### config.mk
export PLATFORM = sky130hd
export DESIGN_NAME = mhq_ram
export DESIGN_NICKNAME = d
export VERILOG_FILES = /design/src/rtl/mhq_ram.sv
export SDC_FILE = /design/constraint.sdc
export NUM_CORES = 1
export LEC_CHECK = 0
export ABC_CLOCK_PERIOD_IN_PS = 17650
export BUFFER_PORTS_ARGS = -buffer_cell sky130_fd_sc_hd__buf_2
export CAP_MARGIN = 20
export CORE_MARGIN = 2
export CORE_UTILIZATION = 30
export CTS_CLUSTER_SIZE = 30
export DETAILED_ROUTE_END_ITERATION = 6
export GPL_ROUTABILITY_DRIVEN = 0
export GPL_TIMING_DRIVEN = 0
export HOLD_SLACK_MARGIN = 0.03
export RECOVER_POWER = 25
export SLEW_MARGIN = 30
export SYNTH_ARGS = -nofsm -noshare
export SYNTH_HDL_FRONTEND = slang
export SYNTH_SLANG_ARGS = --single-unit
### constraint.sdc
create_clock -name i_clk -period 17.65 [get_ports i_clk]
set_input_delay 2.6475 -clock i_clk [delete_from_list [all_inputs] [get_ports i_clk]]
set_output_delay 2.6475 -clock i_clk [all_outputs]
set_load 0.005 [all_outputs]
### src/rtl/mhq_ram.sv
// Generic single-port-write, single-port-read RAM with registered read data.
`timescale 1ns / 1ps

module mhq_ram #(
    parameter int WIDTH = 64,
    parameter int DEPTH = 16
) (
    input  logic                                          i_clk,
    input  logic                                          i_we,
    input  logic [((DEPTH > 1) ? $clog2(DEPTH) : 1)-1:0] i_waddr,
    input  logic [WIDTH-1:0]                              i_wdata,
    input  logic [((DEPTH > 1) ? $clog2(DEPTH) : 1)-1:0] i_raddr,
    output logic [WIDTH-1:0]                              o_rdata
);

    logic [WIDTH-1:0] r_mem [DEPTH];
    logic [WIDTH-1:0] r_rdata;

    always_ff @(posedge i_clk) begin
        if (i_we) begin
            r_mem[i_waddr] <= i_wdata;
        end
        r_rdata <= r_mem[i_raddr];
    end

    assign o_rdata = r_rdata;

endmodule

==> impl_metrics.yaml <==
cts:
  postCtsResizedCells: 0
  cts_tree: "yes"
  hold_buffers: 0
  cts_root_buf: "clkbuf_16"
  clock_sinks: 1088
  clock_path_buffers: 3
  clk_pin_slew_ns: 0.07
  cts_max_level: 3
  numCtsBuffers: 109
  clock_latency_ns: 0.69
  postCtsSetupRepairBufs: 0
timing:
  fin_skew_ns: 0.0220
  hold_viol_final: 0
  slew_violations: 0
  fin_crit_sh_pct: 25.3
  fmax_ghz: 0.224
  relSlewSlack_pct: 34.9
  setup_violations: 0
  finalCriticalPeriod_ns: 4.47
  tns_ns: 0
  worst_pin_slew_ns: 0.976
  rsz0062_at_grt: "false"
global_routing:
  grt_pass1_vias: 19400
  grt_use_total_pct: 13.6
  met1_usage_pct: 17.8
  grt_first_pass_wirelength_um: 135000
  busiest_layer: "met2"
  grt_max_degree: 19
  use_met2_pct: 22.5
  grt_remaining_overflow: 0
  antenna_found_initial: 21
  grt_util_met3_pct: 3.60
setup_path:
  cp.required_ns: 18.04
  path_common_cell: "buf_4"
  cp_max_fo: 7
  worstPathCellList: "buf_2 -> nand3_1 -> nor3_2 -> buf_4 -> buf_6 -> buf_4 -> buf_4 -> buf_4 -> buf_4"
  cp_top_family: "buffers and inverters"
  cp.buffers_inverters: 7
  startpoint_type: "primary input"
  rr_worst_depth: 3
  reg2reg_to: "o_rdata[4]"
  crit_slowest_cell: "nor3_2"
  critical_path_depth: 9
  cp-end-kind: "flip-flop"
  worstSetupEndpoint: "r_mem[12][51]"
  r2r-start: "r_mem[3][4]"
  reg2reg_slack_ns: 16.17
  critPathMaxStageDelay_ns: 0.61
  critPathKind: "primary input to flip-flop"
  cp_data_arrival_time_ns: 4.86
  cp-startpoint: "i_we"
detailed_routing:
  vias: 18300
  drc: 0
  vias_per_cell: 4.78
  routedWlPerCell_um: 24.2
  ant_nets: 0
  first_pass_iters: 5
  first_iter_violations: 1790
  wirelength_um: 92900
cells_and_area:
  drive_gt1_share_pct: 30.9
  fillers: 11900
  synthToLayoutAreaGrowth_pct: 20.6
  nets: 2062
  multi_input_comb_area_um2: 7210
  layout.cells.non_filler: 3838
  mostFrequentLayoutCells: "edfxtp_1 (1024), mux4_2 (256), a22oi_1 (128), clkbuf_16 (110), clkbuf_1 (104)"
  regArea_um2: 32000
  final_common_cell: "edfxtp_1"
synth:
  synth_compound_area_share_pct: 2.43
  syn_nets: 1721
  synth.distinct_cells: 18
  synth-warning-count: 0
  synthMuxAreaShare_pct: 14.6
  synth_top_family_by_area: "multiplexers"
  yosys.area_share.adder_pct: 0
  syn_inst: 1647
  synth_seq_area_share_pct: 80.9
  ys_ff_latch: 1088
  synth.avg_cell_area_um2: 24.0
  synthSimpleGateAreaFrac_pct: 0.942
  synth_xor_area_share_pct: 0
  syn_area_um2: 39600
power:
  power_density_nw_per_um2: 114
  p_leak_nw: 15.1
  ir_drop_mv: 0.0748
floorplan:
  fp.dieArea_um2: 135000
  initial_core_util_pct: 30.2
  core_area_um2: 131000
  rows: 133
  die_h_um: 367
  io_pins: 138
  die_w_um: 367
flow_run:
  cap_violations: 0
worst_hold_path:
  hold_depth: 3
  hold_path_class: "flip-flop to flip-flop"
  min_from: "r_mem[15][54]"
placement:
  portBuffers: 135
  post-place-cells: 3632
  dpl.hpwl_um: 61800
status:
  run_status: "finished clean"
[layer usage]
layer  vias to the layer above  routed length (µm)  part of all wire [%]
met5                         -                 148                  0.16
met4                        24                1980                   2.1
met1                      9774               38300                    41
met3                       151                6640                   7.2
met2                       608               45800                    49
li1                       7791                   -                     -
[sequential cells by signal, summed over array words and instances (netlist names)]
register and flops:
r_mem 1024, o_rdata 64
[cells in the mapped netlist]
cell,instances,share of area [%]
buf_2,13,0.16
buf_6,13,0.37
nand2b_1,2,0.032
nor2_1,13,0.12
mux4_2,256,15
dfxtp_1,64,3.2
nand3b_1,2,0.038
edfxtp_1,1024,78
clkbuf_1,36,0.34
nand2_1,65,0.62
and2_1,1,0.016
a22oi_1,128,2.4
nor3_1,4,0.051
nor2b_1,2,0.032
buf_4,6,0.11
buf_1,16,0.15
or3b_2,1,0.022
nand3_1,1,0.013
[how the worst min path moves through the flow]
| stage | to | slack (ns) |
|---|---|---|
| CTS | o_rdata[54] | 0.65 |
| detailed placement | o_rdata[2] | 0.66 |
| finish | o_rdata[54] | 0.66 |
| global route | o_rdata[55] | 0.70 |
| global placement | o_rdata[2] | 0.66 |
| floorplan | o_rdata[0] | 0.63 |
[power breakdown]
group          total [mW]  switching, mW  internal (mW)
logic               0.271          0.159          0.112
clock network        2.27          0.962           1.31
registers            2.91         0.0175           2.89
[final cells by class]
type                       count  area share (%)
antenna                        3          0.0157
buffer                        84           0.949
clock buffer                 133            5.95
clock inverter                70            1.44
multi-input combinational    475            15.1
sequential                  1088            67.1
tap                         1755            4.60
timing repair buffer         230            4.86
[per-stage QoR]
stage / utilization [%] / hold slack (ns) / area (µm²) / setup WS, ns / power (mW)
after floorplan: - / 0.635 / 39600 / 9.57 / 3.10
after global placement: 32.4 / 0.661 / 42500 / 3.73 / 3.22
after detailed placement: 33.8 / 0.664 / 44300 / 12.41 / 3.24
after CTS: 36.4 / 0.653 / 47800 / 13.14 / 5.51
after global routing: 36.4 / 0.701 / 47700 / 13.02 / 5.63
final: 36.4 / 0.662 / 47700 / 13.18 / 5.45
[tightest hold or removal path, stage by stage (launching register included)]
cell	delay [ns]
edfxtp_1	0.32
mux4_2	0.22
a22oi_1	0.06
nand2_1	0.06
[logic make-up (layout without fill, tap and decap cells)]
| kind of cell | count (synthesis) | in the layout |
|---|---|---|
| multiplexers | 256 | 256 |
| AND/OR/NAND/NOR | 91 | 91 |
| AO/OA/AOI/OAI | 128 | 128 |
| flip-flops | 1088 | 1088 |
| buffers and inverters | 84 | 517 |
| other | 0 | 3 |
Note: power is estimated with default switching activity, not from simulation.
