--- config.mk ---
export PLATFORM = sky130hd
export DESIGN_NAME = mhq_div
export DESIGN_NICKNAME = d
export VERILOG_FILES = /design/src/rtl/mhq_pkg.sv /design/src/rtl/mhq_div.sv
export SDC_FILE = /design/constraint.sdc
export NUM_CORES = 1
export LEC_CHECK = 0
export BUFFER_PORTS_ARGS = -buffer_cell sky130_fd_sc_hd__buf_2
export CORE_UTILIZATION = 50
export DETAILED_ROUTE_END_ITERATION = 8
export GPL_ROUTABILITY_DRIVEN = 0
export GPL_TIMING_DRIVEN = 0
export PLACE_DENSITY = 0.69
export SLEW_MARGIN = 10
export SYNTH_ARGS = -nofsm -noshare
export SYNTH_HDL_FRONTEND = slang
export SYNTH_SLANG_ARGS = --single-unit
export TNS_END_PERCENT = 100
--- constraint.sdc ---
create_clock -name i_clk -period 12.8 [get_ports i_clk]
set_input_delay 2.56 -clock i_clk [delete_from_list [all_inputs] [get_ports i_clk]]
set_output_delay 2.56 -clock i_clk [all_outputs]
set_load 0.005 [all_outputs]
--- src/rtl/mhq_pkg.sv ---
// Shared constants and helpers of the mesh height query block.
`timescale 1ns / 1ps

package mhq_pkg;

    localparam int MAX_POINTS = 16;
    localparam int IDX_W      = (MAX_POINTS > 1) ? $clog2(MAX_POINTS) : 1;
    localparam int CNT_W      = $clog2(MAX_POINTS + 1);

    localparam int COORD_W    = 32;
    localparam int TOL_W      = 16;
    localparam logic [TOL_W-1:0] TOL_RESET = 16'd17;

    // Request codes
    localparam logic [1:0] OP_POINT  = 2'd0;
    localparam logic [1:0] OP_TRI    = 2'd1;
    localparam logic [1:0] OP_FINISH = 2'd2;

    // Datapath widths
    localparam int DIFF_W = COORD_W + 1;        // vertex difference
    localparam int D_W    = 68;                 // determinant and weight numerators
    localparam int NW_W   = 70;                 // third weight numerator
    localparam int T_W    = 86;                 // tolerance times determinant
    localparam int ACC_W  = 106;                // accumulator, height numerator
    localparam int MA_W   = 36;                 // multiplier operand A
    localparam int MB_W   = 34;                 // multiplier operand B
    localparam int PROD_W = MA_W + MB_W;
    localparam int LO_W   = 34;                 // split point of wide operands
    localparam int FRAC_W = 24;                 // tolerance scale
    localparam int CHK_W  = NW_W + FRAC_W + 2;  // weight check sum
    localparam int Q_W    = 33;                 // quotient magnitude bits

    localparam logic [COORD_W-1:0] S32_MIN = 32'h8000_0000;
    localparam logic [COORD_W-1:0] S32_MAX = 32'h7FFF_FFFF;

    function automatic logic s32_less(input logic [COORD_W-1:0] a,
                                      input logic [COORD_W-1:0] b);
        return $signed(a) < $signed(b);
    endfunction

endpackage

--- src/rtl/mhq_div.sv ---
// Iterative floor division of the height numerator by the determinant, saturated to 32 bits.
`timescale 1ns / 1ps

module mhq_div (
    input  logic                               i_clk,
    input  logic                               i_rst_n,
    input  logic                               i_start,
    input  logic signed [mhq_pkg::ACC_W-1:0]   i_num,
    input  logic signed [mhq_pkg::D_W-1:0]     i_den,
    output logic                               o_done,
    output logic [mhq_pkg::COORD_W-1:0]        o_quot
);
    import mhq_pkg::*;

    localparam int REM_W = D_W + Q_W;
    localparam int CNT_W6 = $clog2(Q_W + 1);

    logic [ACC_W-1:0]   un;
    logic [D_W-1:0]     ud;
    logic               ovf;
    logic [REM_W-1:0]   dv_top;
    logic               fit;
    logic [REM_W-1:0]   rem_sub;
    logic [Q_W:0]       mag;

    logic               r_busy;
    logic               r_done;
    logic [CNT_W6-1:0]  r_cnt;
    logic [REM_W-1:0]   r_rem;
    logic [REM_W-1:0]   r_dv;
    logic [Q_W-1:0]     r_q;
    logic               r_neg;
    logic               r_ovf;
    logic [COORD_W-1:0] r_quot;

    always_comb begin
        un     = i_num[ACC_W-1] ? ACC_W'(-i_num) : ACC_W'(i_num);
        ud     = i_den[D_W-1] ? D_W'(-i_den) : D_W'(i_den);
        dv_top = {ud, {Q_W{1'b0}}};
        ovf    = un >= ACC_W'(dv_top);
        fit    = r_rem >= r_dv;
        rem_sub = r_rem - r_dv;
        mag    = {1'b0, r_q} + (Q_W+1)'(r_neg && (r_rem != '0));
    end

    always_ff @(posedge i_clk) begin
        if (!i_rst_n) begin
            r_busy <= 1'b0;
            r_done <= 1'b0;
            r_cnt  <= '0;
        end else begin
            r_done <= 1'b0;
            if (i_start) begin
                r_busy <= 1'b1;
                r_neg  <= i_num[ACC_W-1] ^ i_den[D_W-1];
                r_ovf  <= ovf;
                r_rem  <= un[REM_W-1:0];
                r_dv   <= {1'b0, ud, {(Q_W-1){1'b0}}};
                r_q    <= '0;
                r_cnt  <= ovf ? '0 : CNT_W6'(Q_W);
            end else if (r_busy) begin
                if (r_cnt != '0) begin
                    // one quotient bit a cycle, divisor walks right
                    if (fit) begin
                        r_rem <= rem_sub;
                    end
                    r_q   <= {r_q[Q_W-2:0], fit};
                    r_dv  <= r_dv >> 1;
                    r_cnt <= r_cnt - 1'b1;
                end else begin
                    if (r_ovf) begin
                        r_quot <= r_neg ? S32_MIN : S32_MAX;
                    end else if (r_neg) begin
                        r_quot <= (mag > (Q_W+1)'(34'h0_8000_0000)) ? S32_MIN
                                                                   : COORD_W'(0) - mag[COORD_W-1:0];
                    end else begin
                        r_quot <= (mag > (Q_W+1)'(34'h0_7FFF_FFFF)) ? S32_MAX
                                                                   : mag[COORD_W-1:0];
                    end
                    r_done <= 1'b1;
                    r_busy <= 1'b0;
                end
            end
        end
    end

    assign o_done = r_done;
    assign o_quot = r_quot;

endmodule

==> impl_table.tex <==
\begin{tabular}{lr}
\hline
Metric & Value \\
\hline
\multicolumn{2}{l}{\textbf{Cells and area}} \\
Final instance area & 28300 um2 \\
Leading cell types in the layout, fill and taps excluded & 302 x sky130\_fd\_sc\_hd\_\_a21oi\_1, 274 x sky130\_fd\_sc\_hd\_\_nor2\_1, 268 x sky130\_fd\_sc\_hd\_\_edfxtp\_1, 224 x sky130\_fd\_sc\_hd\_\_nand2\_1, 208 x sky130\_fd\_sc\_hd\_\_buf\_2 \\
Share of final-layout standard cells stronger than drive strength 1 & 10.1\% \\
Most common cell after layout, fill and taps aside & sky130\_fd\_sc\_hd\_\_a21oi\_1 \\
Synthesis-to-finish area growth & 12.3\% \\
Antenna cells & 0 \\
Utilization after layout & 57.4\% \\
Count of nets after finishing & 3585 \\
Fill cell instance count of the final layout & 4528 \\
\multicolumn{2}{l}{\textbf{Power and ir drop}} \\
Part of the power in the clock network & 31.5\% \\
Flop pwr share & 37.1\% \\
Total internal power & 1970 uW \\
Static power due to leakage & 0.0109 uW \\
Share of power burned in combinational logic & 31.4\% \\
Sw power & 1020 uW \\
Power per cell area & 106 nW/um2 \\
Maximum vdd drop & 0.0897 mV \\
Switching share of power & 34.1\% \\
\multicolumn{2}{l}{\textbf{Global route}} \\
Overflow left after global routing & 0 \\
Met2 demand-to-capacity share in global routing & 51.5\% \\
Grt met3 use & 6.79\% \\
Vias in the first global route & 23500 \\
GRT Resource Usage Total & 34.4\% \\
Initial antenna violation count & 1 \\
Met1 global-route usage & 47.8\% \\
First-pass GRT wire length & 136000 um \\
Most heavily used metal layer in global routing & met2 \\
Maximum number of pins on one net before global-route repair & 72 \\
\multicolumn{2}{l}{\textbf{Critical path}} \\
Number of cell instances on the worst register-to-register path & 17 \\
Endpoint of the worst-slack reg-to-reg timing path & o\_quot[14]\$\_DFFE\_PP\_ \\
Setup slack on the worst flop-to-flop path & 6.38 ns \\
Crit. End Element & flop \\
Dominant delay contributor by cell family on the critical path & simple AND/OR/NAND/NOR gates \\
Startpoint of the most critical register-to-register path & r\_rem[46]\$\_DFFE\_PP\_ \\
Startpoint class of the critical path & input port \\
Setup crit start & i\_num[22] \\
Largest stage delay on the critical path & 0.77 ns \\
Ordered list of cells on the worst path & buf\_2 > or4\_1 > clkbuf\_1 > nor4\_1 > nor4b\_4 > nand3\_1 > nor4\_1 > nand2\_1 > o41ai\_1 > xnor2\_1 > ha\_1 > nand3\_1 > nor3\_1 > nand4\_1 > nor4\_1 > nand4\_1 > nor4\_1 > nand4\_1 > a31o\_2 > o211ai\_1 > o22ai\_1 \\
Most repeated library cell on the critical path & sky130\_fd\_sc\_hd\_\_nor4\_1 \\
Slowest-stage cell, CP & sky130\_fd\_sc\_hd\_\_nor4\_1 \\
Worst setup path class & in -> reg \\
Total stage count of the critical path & 21 \\
Critical path buffer and inverter count & 2 \\
Arrival @ worst endpoint & 10.01 ns \\
Capturing element of the worst setup path & r\_cnt[0]\$\_SDFFE\_PN0P\_ \\
Required time worst endpoint & 13.24 ns \\
Crit-path max FO & 10 \\
\multicolumn{2}{l}{\textbf{Detailed routing}} \\
Detailed-route via count & 25300 \\
First-pass iteration count of the detailed router & 6 \\
Post-DR wirelength/cell & 22.8 um \\
Routed WL & 89500 um \\
Number of nets with antenna violations after routing & 0 \\
Detailed Route Iter0 Violations & 3019 \\
Number of remaining DRC errors & 0 \\
DR vias/cell & 6.45 \\
\multicolumn{2}{l}{\textbf{Place}} \\
Post-Place Setup Slack & 2.82 ns \\
Area post-placement & 27200 um2 \\
Port Buffer Count & 203 \\
Dpl hpwl & 71100 um \\
\multicolumn{2}{l}{\textbf{Clock network}} \\
Clock tree buffer depth & 3 \\
Number of instances resized during post-cts repair & 0 \\
Post-CTS Hold Fix Bufs & 0 \\
CTS buffer count & 30 \\
Clock transition at the registers of the reported paths & 0.06 ns \\
Buffer count from post-CTS setup fixing & 0 \\
Clock latency at the later pin of the worst-skew pair & 0.59 ns \\
Deepest level of the CTS H-tree & 1 \\
Total number of clock tree sinks & 276 \\
TritonCTS clock tree & yes \\
Cell chosen for the clock root & sky130\_fd\_sc\_hd\_\_clkbuf\_16 \\
\multicolumn{2}{l}{\textbf{Floorplan}} \\
Die X & 226 um \\
Num ports & 210 \\
Starting Density & 51.1\% \\
Core Footprint & 49300 um2 \\
Number of core rows & 81 \\
Height of the die & 226 um \\
Full die area & 51300 um2 \\
\multicolumn{2}{l}{\textbf{STA}} \\
Relative slew slack & 19.2\% \\
Setup violators final & 0 \\
Post-layout min period & 9.57 ns \\
RSZ-0062 raised after global routing & no \\
Maximum clock frequency & 104 MHz \\
Slew of the pin with the lowest slew margin & 1.21 ns \\
Final-report max-slew violation count & 0 \\
Sum of negative setup slack & 0 ns \\
Final Skew & 0.0186 ns \\
Minimum hold slack & 0.491 ns \\
Final Hold Vio Count & 0 \\
Min setup slack post-route & 3.23 ns \\
Tcrit/Tclk final & 74.8\% \\
\multicolumn{2}{l}{\textbf{Logic synthesis}} \\
Most instantiated flip-flop cell in the synthesis netlist & sky130\_fd\_sc\_hd\_\_edfxtp\_1 \\
Unique masters post-synth & 85 \\
Number of enable flip-flop cells after synthesis & 268 \\
Number of instances in the synthesized netlist & 2989 \\
Mapped Area & 25200 um2 \\
YS warnings & 0 \\
Fraction of synthesis flops using an asynchronous set or reset pin & 0\% \\
Share of synthesized area occupied by flip-flops and latches & 32.6\% \\
Yosys top cell by area & sky130\_fd\_sc\_hd\_\_edfxtp\_1 \\
Number of nets in the synthesized netlist & 3342 \\
Fraction of synthesized cell area taken by the top area cell type & 32.0\% \\
Leading cell types by total area after synthesis & sky130\_fd\_sc\_hd\_\_edfxtp\_1 32\%, sky130\_fd\_sc\_hd\_\_ha\_1 8.7\%, sky130\_fd\_sc\_hd\_\_a21oi\_1 6.0\%, sky130\_fd\_sc\_hd\_\_xnor2\_1 5.8\%, sky130\_fd\_sc\_hd\_\_xor2\_1 4.2\% \\
Number of storage elements in the synthesis netlist & 276 \\
Post-Syn Area per Cell & 8.42 um2 \\
\multicolumn{2}{l}{\textbf{Job}} \\
Max-cap check violation count & 0 \\
\multicolumn{2}{l}{\textbf{Status}} \\
Outcome & finished clean \\
\multicolumn{2}{l}{\textbf{Hold path}} \\
Worst min-delay path class & reg -> reg \\
\hline
\end{tabular}
[cell usage after synthesis (all sizes together) (21+ instances only)]
master  count
o41ai      33
nor3       74
o31ai      60
or3        59
a21o       75
o21ai     196
nor4       52
a21oi     302
inv       167
o21a       21
o21bai     27
xor2      121
nand2b     22
edfxtp    268
nand4      89
nor2      275
xnor2     167
nand2     225
or4        36
nand3      65
ha        175
or2        25
clkbuf    130
nor2b      48
[routing by layer]
layer,share of wire [%],vias to the layer above
li1,-,11600
met1,42,11900
met2,42,1585
met3,11,271
met4,5.0,2
met5,0.015,-
[worst min path at each step]
stage | cells past startpoint | slack (ns) | end | startpoint
2_1_floorplan | 2 | 0.44 | o_done$_SDFF_PP0_ | r_busy$_SDFF_PN0_
3_3_place_gp | 2 | 0.46 | o_done$_SDFF_PP0_ | r_busy$_SDFF_PN0_
3_5_place_dp | 2 | 0.48 | o_done$_SDFF_PP0_ | r_busy$_SDFF_PN0_
4_1_cts | 2 | 0.49 | o_done$_SDFF_PP0_ | r_busy$_SDFF_PN0_
5_1_grt | 2 | 0.52 | o_done$_SDFF_PP0_ | r_busy$_SDFF_PN0_
6_report | 2 | 0.49 | o_done$_SDFF_PP0_ | r_busy$_SDFF_PN0_
[power by group through the flow]
stage / Sequential (uW) / Clock, uW / Combinational (uW)
after global placement: 1140 / 0 / 871
after CTS: 1110 / 947 / 910
final: 1110 / 941 / 940
after floorplan: 1120 / 0 / 620
after detailed placement: 1130 / 0 / 902
after global routing: 1110 / 980 / 1020
[layout make-up]
type,instances,area [um2],area share [%]
Multi-Input combinational cell,2396,15800,55.9
Sequential cell,276,8210,29.0
Timing Repair Buffer,211,1190,4.20
Tap cell,664,831,2.94
Clock buffer,34,787,2.78
Inverter,168,636,2.25
Buffer,149,566,2.00
Clock inverter,22,260,0.921
[registers in the layout (all words and copies together) (netlist names)]
| name | cells |
|---|---|
| r_dv | 100 |
| r_neg | 1 |
| o_done | 1 |
| r_rem | 101 |
| r_ovf | 1 |
| r_q | 33 |
| r_busy | 1 |
| r_cnt | 6 |
| o_quot | 32 |
[logic make-up after synthesis]
family	synth area share, %
flops	32.6
buf+inv	4.75
fa+ha+maj	8.78
xor+xnor	10.0
simple gates	21.1
mux	0.830
compound gates	21.9
[metrics by stage]
stage	total power, uW	cells
3_3_place_gp	2010	3856
4_1_cts	2970	3920
2_1_floorplan	1740	2989
3_5_place_dp	2030	3864
5_1_grt	3110	3920
6_report	2990	3920
[tightest hold or removal path, delay by kind of cell (launching register included)]
family        cells  cell delay, ns
buf+inv           1            0.08
simple gates      1            0.05
flops             1            0.31
No activity file was read; power rests on OpenSTA's default activity.
